$ cat config.mk
export PLATFORM = sky130hd
export DESIGN_NAME = mjpeg_part_deframer_top
export DESIGN_NICKNAME = d
export VERILOG_FILES = /design/src/hdl/mpd_pkg.sv /design/src/hdl/mpd_hdr_scan.sv /design/src/hdl/mpd_frame_ctl.sv /design/src/hdl/mjpeg_part_deframer_top.sv
export VERILOG_INCLUDE_DIRS = /design/src /design/src/hdl
export SDC_FILE = /design/constraint.sdc
export NUM_CORES = 1
export LEC_CHECK = 0
export ABC_AREA = 1
export BUFFER_PORTS_ARGS = -buffer_cell sky130_fd_sc_hd__buf_4
export CAP_MARGIN = 20
export CELL_PAD_IN_SITES_DETAIL_PLACEMENT = 0
export CELL_PAD_IN_SITES_GLOBAL_PLACEMENT = 1
export CORE_ASPECT_RATIO = 0.9
export CORE_MARGIN = 2
export CORE_UTILIZATION = 49
export CTS_BUF_LIST = sky130_fd_sc_hd__clkbuf_2 sky130_fd_sc_hd__clkbuf_4 sky130_fd_sc_hd__clkbuf_8
export DETAILED_ROUTE_END_ITERATION = 10
export GPL_TIMING_DRIVEN = 0
export PLACE_DENSITY_LB_ADDON = 0.3
export SYNTH_ARGS = -nofsm -noshare
export SYNTH_HDL_FRONTEND = slang
export SYNTH_SLANG_ARGS = --single-unit
$ cat constraint.sdc
create_clock -name aclk -period 10.1 [get_ports aclk]
set_clock_uncertainty 0.05 [all_clocks]
set_input_delay 2.525 -clock aclk [delete_from_list [all_inputs] [get_ports aclk]]
set_output_delay 2.525 -clock aclk [all_outputs]
set_load 0.005 [all_outputs]
$ cat src/hdl/assert_macros.svh
// Assertion helpers shared by the deframer modules.
// Both expect aclk and aresetn in the enclosing scope.
`ifndef ASSERT_MACROS_SVH
`define ASSERT_MACROS_SVH

// Property must hold at every clock outside reset.
`define MPD_ASSERT(lbl, prop, msg) \
    lbl: assert property (@(posedge aclk) disable iff (!aresetn) prop) else $error(msg);

// Condition must never be seen outside reset.
`define MPD_NEVER(lbl, cond, msg) \
    lbl: assert property (@(posedge aclk) disable iff (!aresetn) !(cond)) else $error(msg);

`endif

$ cat src/hdl/mpd_pkg.sv
package mpd_pkg;

    localparam logic [7:0] CHAR_CR   = 8'h0D;
    localparam logic [7:0] CHAR_LF   = 8'h0A;
    localparam logic [7:0] CHAR_SP   = 8'h20;
    localparam logic [7:0] CHAR_TAB  = 8'h09;
    localparam logic [7:0] CHAR_ZERO = 8'h30;
    localparam logic [7:0] CHAR_NINE = 8'h39;

    // "Content-Length:" plus one pad entry so a 4-bit index stays in range
    localparam logic [3:0] KEY_LAST = 4'd14;
    localparam logic [3:0] KEY_DONE = 4'd15;
    localparam logic [7:0] KEY_CHARS [16] = '{
        8'h43, 8'h6F, 8'h6E, 8'h74, 8'h65, 8'h6E, 8'h74, 8'h2D,
        8'h4C, 8'h65, 8'h6E, 8'h67, 8'h74, 8'h68, 8'h3A, 8'h00
    };

    typedef enum logic [1:0] {
        VP_NONE   = 2'd0,
        VP_BLANK  = 2'd1,
        VP_DIGITS = 2'd2,
        VP_DONE   = 2'd3
    } vphase_t;

    typedef enum logic [1:0] {
        EP_IDLE = 2'd0,
        EP_CR1  = 2'd1,
        EP_LF1  = 2'd2,
        EP_CR2  = 2'd3
    } endpos_t;

    // header scanner status towards frame control
    typedef struct packed {
        logic done;
        logic len_ok;
        logic len_zero;
    } hdr_evt_t;

    typedef struct packed {
        logic [7:0] data;
        logic       first;
        logic       last;
        logic       empty;
    } res_t;

endpackage

$ cat src/hdl/mpd_hdr_scan.sv
module mpd_hdr_scan #(
    parameter int LEN_WIDTH = 24
) (
    input  logic                  aclk,
    input  logic                  aresetn,
    input  logic                  step,
    input  logic [7:0]            byte_in,
    output mpd_pkg::hdr_evt_t     evt,
    output logic [LEN_WIDTH-1:0]  hdr_len
);

    mpd_pkg::endpos_t      end_pos_reg, end_pos_next;
    logic [3:0]            key_pos_reg, key_pos_next;
    mpd_pkg::vphase_t      vphase_reg, vphase_next;
    logic [LEN_WIDTH-1:0]  len_reg, len_next;

    logic                  is_digit;
    logic                  is_blank;
    logic [3:0]            digit;
    logic [LEN_WIDTH+3:0]  mac_wide;
    logic [LEN_WIDTH-1:0]  len_acc;
    logic                  header_end;

    assign is_digit = (byte_in >= mpd_pkg::CHAR_ZERO) && (byte_in <= mpd_pkg::CHAR_NINE);
    assign is_blank = (byte_in == mpd_pkg::CHAR_SP) || (byte_in == mpd_pkg::CHAR_TAB);
    assign digit    = byte_in[3:0];

    // len * 10 + digit as (len << 3) + (len << 1) + digit, saturating
    assign mac_wide = {1'b0, len_reg, 3'b000} + {3'b000, len_reg, 1'b0}
                    + {{LEN_WIDTH{1'b0}}, digit};
    assign len_acc  = (|mac_wide[LEN_WIDTH+3:LEN_WIDTH]) ? '1 : mac_wide[LEN_WIDTH-1:0];

    assign header_end = (end_pos_reg == mpd_pkg::EP_CR2) && (byte_in == mpd_pkg::CHAR_LF);

    always_comb begin
        key_pos_next = key_pos_reg;
        vphase_next  = vphase_reg;
        len_next     = len_reg;
        if (key_pos_reg != mpd_pkg::KEY_DONE) begin
            if (byte_in == mpd_pkg::KEY_CHARS[key_pos_reg]) begin
                if (key_pos_reg == mpd_pkg::KEY_LAST) begin
                    key_pos_next = mpd_pkg::KEY_DONE;
                    vphase_next  = mpd_pkg::VP_BLANK;
                    len_next     = '0;
                end else begin
                    key_pos_next = key_pos_reg + 4'd1;
                end
            end else begin
                key_pos_next = (byte_in == mpd_pkg::KEY_CHARS[0]) ? 4'd1 : 4'd0;
            end
        end else begin
            unique case (vphase_reg)
                mpd_pkg::VP_BLANK: begin
                    if (!is_blank) begin
                        if (is_digit) begin
                            len_next    = {{(LEN_WIDTH-4){1'b0}}, digit};
                            vphase_next = mpd_pkg::VP_DIGITS;
                        end else begin
                            vphase_next = mpd_pkg::VP_NONE;
                        end
                    end
                end
                mpd_pkg::VP_DIGITS: begin
                    if (is_digit) begin
                        len_next = len_acc;
                    end else begin
                        vphase_next = mpd_pkg::VP_DONE;
                    end
                end
                default: ;
            endcase
        end
    end

    always_comb begin
        unique case (end_pos_reg)
            mpd_pkg::EP_IDLE:
                end_pos_next = (byte_in == mpd_pkg::CHAR_CR) ? mpd_pkg::EP_CR1 : mpd_pkg::EP_IDLE;
            mpd_pkg::EP_LF1:
                end_pos_next = (byte_in == mpd_pkg::CHAR_CR) ? mpd_pkg::EP_CR2 : mpd_pkg::EP_IDLE;
            mpd_pkg::EP_CR1: begin
                if (byte_in == mpd_pkg::CHAR_LF) begin
                    end_pos_next = mpd_pkg::EP_LF1;
                end else begin
                    end_pos_next = (byte_in == mpd_pkg::CHAR_CR) ? mpd_pkg::EP_CR1
                                                                 : mpd_pkg::EP_IDLE;
                end
            end
            default: begin
                // EP_CR2: LF here is the header end and wraps to idle
                end_pos_next = (byte_in == mpd_pkg::CHAR_CR && !header_end)
                             ? mpd_pkg::EP_CR1 : mpd_pkg::EP_IDLE;
            end
        endcase
    end

    assign evt.done     = header_end;
    assign evt.len_ok   = (vphase_next == mpd_pkg::VP_DIGITS) || (vphase_next == mpd_pkg::VP_DONE);
    assign evt.len_zero = (len_next == '0);
    assign hdr_len      = len_next;

    always_ff @(posedge aclk) begin
        if (!aresetn) begin
            end_pos_reg <= mpd_pkg::EP_IDLE;
            key_pos_reg <= 4'd0;
            vphase_reg  <= mpd_pkg::VP_NONE;
            len_reg     <= '0;
        end else if (step) begin
            if (header_end) begin
                end_pos_reg <= mpd_pkg::EP_IDLE;
                key_pos_reg <= 4'd0;
                vphase_reg  <= mpd_pkg::VP_NONE;
                len_reg     <= '0;
            end else begin
                end_pos_reg <= end_pos_next;
                key_pos_reg <= key_pos_next;
                vphase_reg  <= vphase_next;
                len_reg     <= len_next;
            end
        end
    end

endmodule

$ cat src/hdl/mpd_frame_ctl.sv
`include "assert_macros.svh"

module mpd_frame_ctl #(
    parameter int LEN_WIDTH = 24
) (
    input  logic                  aclk,
    input  logic                  aresetn,
    input  logic                  advance,
    input  logic [7:0]            byte_in,
    input  mpd_pkg::hdr_evt_t     evt,
    input  logic [LEN_WIDTH-1:0]  hdr_len,
    output logic                  hdr_step,
    output mpd_pkg::res_t         res,
    output logic                  res_vld
);

    logic                  in_payload_reg;
    logic [LEN_WIDTH-1:0]  bytes_left_reg;
    logic                  first_pending_reg;
    logic                  payload_active;
    logic                  frame_start;

    assign payload_active = in_payload_reg && (bytes_left_reg != '0);
    assign hdr_step       = advance && !payload_active;
    assign frame_start    = evt.done && evt.len_ok && !evt.len_zero;

    always_comb begin
        if (payload_active) begin
            res_vld   = 1'b1;
            res.data  = byte_in;
            res.first = first_pending_reg;
            res.last  = (bytes_left_reg == LEN_WIDTH'(1));
            res.empty = 1'b0;
        end else begin
            // zero length header gives a single empty-frame word
            res_vld   = evt.done && evt.len_ok && evt.len_zero;
            res.data  = 8'h00;
            res.first = 1'b1;
            res.last  = 1'b1;
            res.empty = 1'b1;
        end
    end

    always_ff @(posedge aclk) begin
        if (!aresetn) begin
            in_payload_reg    <= 1'b0;
            bytes_left_reg    <= '0;
            first_pending_reg <= 1'b0;
        end else if (advance) begin
            if (payload_active) begin
                first_pending_reg <= 1'b0;
                bytes_left_reg    <= bytes_left_reg - LEN_WIDTH'(1);
                if (bytes_left_reg == LEN_WIDTH'(1)) begin
                    in_payload_reg <= 1'b0;
                end
            end else if (frame_start) begin
                in_payload_reg    <= 1'b1;
                bytes_left_reg    <= hdr_len;
                first_pending_reg <= 1'b1;
            end else begin
                in_payload_reg <= 1'b0;
            end
        end
    end

    `MPD_ASSERT(a_frame_start, (hdr_step && frame_start) |=> (in_payload_reg && first_pending_reg), "frame did not start after header")
    `MPD_ASSERT(a_count_down, (advance && payload_active) |=> (bytes_left_reg == $past(bytes_left_reg) - LEN_WIDTH'(1)), "payload count slipped")
    `MPD_NEVER(a_payload_nonzero, in_payload_reg && (bytes_left_reg == '0), "payload phase with nothing left")

endmodule

$ cat src/hdl/mjpeg_part_deframer_top.sv
// Multipart MJPEG deframer.
// Slave stream (s_*): one raw stream byte per word in s_tdata[7:0].
// Master stream (m_*): frame payload words. m_tdata carries the byte,
// m_tlast marks the final word of a frame, m_tuser[0] the first word and
// m_tuser[1] an empty frame (header announced length zero; tdata is zero).
// Header bytes and dropped headers produce no output word.
// Throughput: one byte per cycle while m_tready is high. Each byte passes
// an input register, the header/payload update and an output register;
// its result word is registered onto m_* as the byte leaves the input register.
// A byte can be taken while a finished word still waits on m_*; when the
// receiver holds m_tready low the input register fills and s_tready drops
// only once both registers hold a word.
// Reset (aresetn low, synchronous) empties both registers and returns the
// block to the header search. A frame cut short by the stream is not
// withdrawn; words already sent stay sent.
// LEN_WIDTH sets the length counter; longer lengths saturate.
`include "assert_macros.svh"

module mjpeg_part_deframer_top #(
    parameter int LEN_WIDTH = 24
) (
    input  logic        aclk,
    input  logic        aresetn,
    input  logic        s_tvalid,
    output logic        s_tready,
    input  logic [7:0]  s_tdata,   // [7:0] in_byte
    output logic        m_tvalid,
    input  logic        m_tready,
    output logic [7:0]  m_tdata,   // [7:0] out_byte
    output logic        m_tlast,
    output logic [1:0]  m_tuser    // [0] frame_first, [1] frame_empty
);

    logic               in_vld_reg;
    logic [7:0]         in_byte_reg;
    logic               out_vld_reg;
    mpd_pkg::res_t      out_res_reg;

    logic               advance;
    logic               hdr_step;
    mpd_pkg::hdr_evt_t  evt;
    logic [LEN_WIDTH-1:0] hdr_len;
    mpd_pkg::res_t      res;
    logic               res_vld;

    assign advance  = in_vld_reg && (!out_vld_reg || m_tready);
    assign s_tready = !in_vld_reg || advance;

    mpd_hdr_scan #(
        .LEN_WIDTH(LEN_WIDTH)
    ) u_hdr_scan (
        .aclk    (aclk),
        .aresetn (aresetn),
        .step    (hdr_step),
        .byte_in (in_byte_reg),
        .evt     (evt),
        .hdr_len (hdr_len)
    );

    mpd_frame_ctl #(
        .LEN_WIDTH(LEN_WIDTH)
    ) u_frame_ctl (
        .aclk     (aclk),
        .aresetn  (aresetn),
        .advance  (advance),
        .byte_in  (in_byte_reg),
        .evt      (evt),
        .hdr_len  (hdr_len),
        .hdr_step (hdr_step),
        .res      (res),
        .res_vld  (res_vld)
    );

    always_ff @(posedge aclk) begin
        if (!aresetn) begin
            in_vld_reg <= 1'b0;
        end else if (s_tvalid && s_tready) begin
            in_vld_reg <= 1'b1;
        end else if (advance) begin
            in_vld_reg <= 1'b0;
        end
    end

    always_ff @(posedge aclk) begin
        if (s_tvalid && s_tready) begin
            in_byte_reg <= s_tdata;
        end
    end

    always_ff @(posedge aclk) begin
        if (!aresetn) begin
            out_vld_reg <= 1'b0;
        end else if (advance) begin
            out_vld_reg <= res_vld;
        end else if (m_tready) begin
            out_vld_reg <= 1'b0;
        end
    end

    always_ff @(posedge aclk) begin
        if (advance) begin
            out_res_reg <= res;
        end
    end

    assign m_tvalid   = out_vld_reg;
    assign m_tdata    = out_res_reg.data;
    assign m_tlast    = out_res_reg.last;
    assign m_tuser[0] = out_res_reg.first;
    assign m_tuser[1] = out_res_reg.empty;

    `MPD_ASSERT(a_in_hold, (in_vld_reg && out_vld_reg && !m_tready) |=> (in_vld_reg && $stable(in_byte_reg)), "input word lost while output stalled")
    `MPD_NEVER(a_ready_when_empty, !in_vld_reg && !s_tready, "input register empty but not ready")
    `MPD_ASSERT(a_out_source, $rose(out_vld_reg) |-> $past(advance), "output word without a processed byte")

endmodule
== Yosys cells after proc, flatten, opt, wreduce, memory -nomap -nowiden ==
Memory sizes are Yosys's and may differ from the RTL's.
Cells that the tools add are included.

* Register bits after elaboration: 79
* Bits in read-only memories: 128
* Input bits: 12
* Output and inout bits: 13
* Logic and storage cells: 113
* Memories kept: 1

{| class="wikitable"
|+ Memory list
! memory !! words !! bits a word !! read ports !! clocked after Yosys merged registers in !! write ports !! RTL line !! RTL
|-
| (no name shown) || 16 || 8 || 1 || 0 || 0 || mpd_hdr_scan.sv:40 || <nowiki>if (byte_in == mpd_pkg::KEY_CHARS[key_pos_reg]) begin</nowiki>
|}

* Add/sub/neg operators: 4
* Order comparisons: 3
* Equal/unequal tests: 17
* Multiplexer cells: 43
* Bitwise operators: 1
* Reductions and logical operators: 30

{| class="wikitable"
|+ Operator list
! cell !! count
|-
| two-way mux 24 bit || 10
|-
| case mux 24 bit (2 select lines) || 1
|-
| adder 27 x 25 -> 28 bit || 1
|-
| adder 28 x 4 -> 28 bit || 1
|-
| equality test 24 x 1 -> 1 bit (second input constant) || 1
|-
| equality test 8 x 4 -> 1 bit (second input constant) || 3
|-
| zero test 24 bit || 1
|-
| nonzero test 24 bit || 1
|-
| subtractor 24 x 1 -> 24 bit (second input constant) || 1
|-
| two-way mux 2 bit || 10
|-
| two-way mux 4 bit || 4
|-
| two-way mux 8 bit || 2
|-
| two-way mux 1 bit || 14
|-
| equality test 2 bit (second input constant) || 5
|-
| logical AND 1 bit || 10
|-
| equality test 8 x 6 -> 1 bit (second input constant) || 1
|-
| equality test 8 x 7 -> 1 bit (second input constant) || 1
|-
| equality test 8 bit || 1
|-
| >= comparator 8 x 6 -> 1 bit (second input constant) || 1
|-
| <= comparator 8 x 6 -> 1 bit (second input constant) || 1
|-
| nonzero test 2 bit || 4
|-
| case mux 2 bit (3 select lines) || 1
|-
| AND reduction 2 bit || 3
|-
| >= comparator 5 bit (second input constant) || 1
|-
| 11 further kinds || 19
|}

== Longest topological paths before layout ==
* Depth after elaboration: 13
* Depth in mapped cells: 30
* Depth with buffers taken out: 28

== Modules after synthesis ==
From an unflattened synthesis, not the netlist that was laid out.

* Cells, all modules: 1417
* Area total of the unflattened synthesis: 8135.3 µm²

{| class="wikitable"
|+ By module, submodules not included
! module !! times used !! cells each !! area an instance (µm²) !! seq. area each (µm²)
|-
| mpd_hdr_scan || 1 || 983 || 5293.8 || 640.6
|-
| mpd_frame_ctl || 1 || 402 || 2173.3 || 520.5
|-
| mjpeg_part_deframer_top || 1 || 32 || 668.1 || 610.6
|}

== Worst setup path after synthesis ==
OpenSTA, ideal clock, no wires.

* Path kind: input-to-output
* Start: input port m_tready
* End: output port s_tready
* Arrival: 2674 ps
* Data required time: 7525 ps
* Slack: 4851 ps
* Cell stages on the path: 2
* Path buffers: 0
* Cell sequence: inv_1 nand3_1

* Cells in the longest elaborated chain, start to end: 3

{| class="wikitable"
|+ Ends and longest elaborated chain
! element !! RTL line !! RTL
|-
| from (decl) || mjpeg_part_deframer_top.sv:28 || <nowiki>input logic m_tready,</nowiki>
|-
| logical OR 1 bit || mjpeg_part_deframer_top.sv:46 || <nowiki>assign advance = in_vld_reg && (!out_vld_reg || m_tready);</nowiki>
|-
| logical AND 1 bit || mjpeg_part_deframer_top.sv:46 ||
|-
| logical OR 1 bit || mjpeg_part_deframer_top.sv:47 || <nowiki>assign s_tready = !in_vld_reg || advance;</nowiki>
|-
| to (decl) || mjpeg_part_deframer_top.sv:25 || <nowiki>output logic s_tready,</nowiki>
|}

Every way passes these cells.

== Worst setup path in the final report ==
Same ends and word-level chain as after synthesis.

==> flow_summary.yaml <==
route:
  drtIter0Drc: 735
  firstDrtPassIters: 5
  met3WireLength_um: 1690
  routedWlPerCell_um: 15.4
  ant_nets: 0
  route.met2.wl_um: 9930
  met1_length_um: 12100
  top_layer_used: "met4"
  vias: 8462
  avgViaCountPerCell: 5.42
  drt_wl_total_um: 24000
  drcViolationCount: 0
clock_network:
  cts-htree-levels: 3
  clockRootBuffer: "clkbuf_8"
  numCtsBuffers: 9
  clk_pin_slew_ps: 90
  cts_buffer_depth: 2
  cts_tree: "yes"
  post_cts_buffers: 0
  clock-sinks: 79
  clock_latency_ps: 370
  postCtsHoldBufs: 0
  cts_resized: 0
pwr:
  internal-power_mw: 0.456
  swShare: 0.264
  combPwrFrac: 0.058
  p_leak_nw: 4.13
  power.density_mw_per_mm2: 73.3
  p_sw_mw: 0.163
  power_frac_clock: 0.409
  p_total_mw: 0.619
  vdd_drop_max_uv: 59.1
  p_seq_frac: 0.532
yosys:
  syn-cell-area_sq_mm: 0.00780
  async_reset_ff_frac: 0
  synth_fp_nets: 1389
  synth_top_area_frac: 0.204
  synthMuxAreaShare: 0
  synth-xor-area-share: 0.0292
  synth_edf_count: 19
  synth_top_family_by_area: "simple AND/OR/NAND/NOR gates"
  yosysTopAreaCell: "nand2_1"
  synth_adder_area_share: 0.0949
  netlist_instances: 1319
  synth_seq_cells: 79
  synth_ff_type: "dfxtp_1"
  synth_cell_types: 45
  synth-simple-area-share: 0.387
  yosysSeqAreaShare: 0.227
  synth_area_per_cell_sq_um: 5.92
  synth_compound_area_frac: 0.146
  synth_area_leaders: "nand2_1, dfxtp_1, ha_1"
  ys_warn_count: 0
setup_path:
  cp.required_ps: 7530
  rr_endpoint: "u_frame_ctl.bytes_left_reg[10]"
  criticalPathCategory: "input port to output port"
  cp-start-kind: "input port"
  path_delay_family: "buffers and inverters"
  crit_cells: 4
  cpMostUsedCell: "buf_4"
  crit_arrival_ps: 2960
  crit_path_end_kind: "output port"
  max_stage_delay_ps: 160
  timing.reg2reg.setup_slack_ps: 5150
  crit_fanout: 3
  worst-path-buf-inv: 3
  r2r_cells: 27
  slowest_stage: "buf_4"
  reg2reg_from: "in_byte_reg[3]"
  path_cells: "buf_4 -> inv_1 -> nand3_1 -> buf_4"
cells_and_area:
  fin_cells: 1561
  postLayoutCoreUtil: 0.545
  final_cell_mix: "nand2_1, inv_1, nor2_1"
  drive_gt1_frac: 0.0670
  layout_commonest_cell: "nand2_1"
  diodes: 0
  fill_cells: 1631
  final_area_sq_mm: 0.00845
  fin_nets: 1424
  syn_to_final_growth_pct: 8.21
floorplanning:
  row_count: 43
  ios: 25
  initial_utilization: 0.504
  dieWidth_um: 137
  core_area_sq_mm: 0.0155
  die_area_sq_mm: 0.0170
  die_h_um: 124
timing:
  relSlewSlack: 0.308
  worstMarginPinSlew_ps: 1040
  final_max_slew_viol_count: 0
  finalSetupViolCount: 0
  whs_ps: 434
  fin_ws_ps: 4560
  fin_crit_ps: 5540
  hold_viol_final: 0
  tns_ps: 0
  period_share: 0.548
  fmax_mhz: 181
  rsz0062_at_grt: "no"
grt:
  grt_start_max_net_pins: 21
  grtUsageTotal: 0.298
  antenna_found_initial: 0
  grt_first_pass_wirelength_um: 39700
  overflow: 0
  grt_pass1_vias: 7637
place:
  gp_congestion: 0.946
  dp.final_hpwl_um: 19200
  io_buffers: 24
  post-place-ws_ps: 4560
  dp.cells: 1545
  place_area_sq_mm: 0.00824
min_path:
  hold_class: "register to register"
  worstHoldPathCells: 2
  hp-start: "u_frame_ctl.first_pending_reg"
  min_to: "u_frame_ctl.first_pending_reg"
job:
  drv_cap: 0
outcome:
  status: "finished clean"
==> power groups by stage <==
stage                     sequential (mW)  combinational [mW]  clock (mW)
after floorplan                     0.336              0.0224           0
after global placement              0.337              0.0355           0
after detailed placement            0.337              0.0357           0
after CTS                           0.330              0.0357       0.256
after global routing                0.330              0.0403       0.269
final                               0.330              0.0362       0.254
==> cell usage after synthesis, types with 2 or more instances <==
cell	instances
o211ai_1	3
o21ai_1	6
dfxtp_1	60
or2_2	3
nor4_1	2
buf_2	10
nor3_1	13
nor2_1	150
xor2_1	21
edfxtp_1	19
nand3_2	10
clkbuf_1	26
ha_1	56
nand3b_1	3
nand3_1	81
nand2_1	424
inv_2	7
buf_4	3
xnor2_1	5
a211oi_1	3
o21ai_0	28
and2_1	7
a31oi_1	24
fa_1	2
nand2_2	4
o22ai_1	2
o41ai_1	2
nor2_2	3
buf_1	6
o21bai_1	2
buf_6	5
o31ai_1	3
a21oi_1	133
nand2_4	4
inv_1	168
nand4_1	12
==> logic make-up (layout without fill, tap and decap cells) <==
| group | count (synthesis) | in the layout |
|---|---|---|
| AO/OA/AOI/OAI | 211 | 211 |
| AND/OR/NAND/NOR | 720 | 720 |
| buffers and inverters | 225 | 265 |
| XOR/XNOR | 26 | 26 |
| adder cells (fa/ha/maj) | 58 | 58 |
| flip-flops | 79 | 79 |
==> cell type report <==
class,count,area [sq um],share of cell area
clock buffer,9,124,0.0147
inverter,175,657,0.0778
sequential,79,1770,0.210
timing repair buffer,24,180,0.0213
multi-input combinational,1015,5130,0.607
tap,202,253,0.0299
buffer,50,249,0.0295
clock inverter,7,83.8,0.00993
==> routing by layer <==
metal,vias to the layer above,track usage
met5,-,0
met2,278,0.443
met1,3846,0.446
li1,4311,-
met3,27,0.0566
met4,0,0.0625
==> worst max path at each step <==
stage               endpoint  slack (ps)      from
CTS                 s_tready        4550  m_tready
detailed placement  s_tready        4560  m_tready
global route        s_tready        4520  m_tready
global placement    s_tready        4570  m_tready
floorplan           s_tready        4850  m_tready
finish              s_tready        4560  m_tready
==> worst reg2reg max path: stages (launching register included) <==
cell and delay, ps:
edfxtp_1 540, fa_1 620, inv_1 70, fa_1 480, inv_1 110, nand3_1 70, nand2_1 150, nand2_1 70
nand2_1 180, nand2_1 110, nand4_1 100, nand2_1 100, nor2_4 210, buf_4 210, nand3_1 160, nand2_1 100
nand2_1 50, nand2_1 50, nand2_1 110, nor2_1 130, nand2_1 60, nor2_1 220, nand3_1 180, nand2_1 140
nand2_4 120, buf_2 240, a21oi_1 160, nor2_1 70
Note: power is estimated with default switching activity, not from simulation.
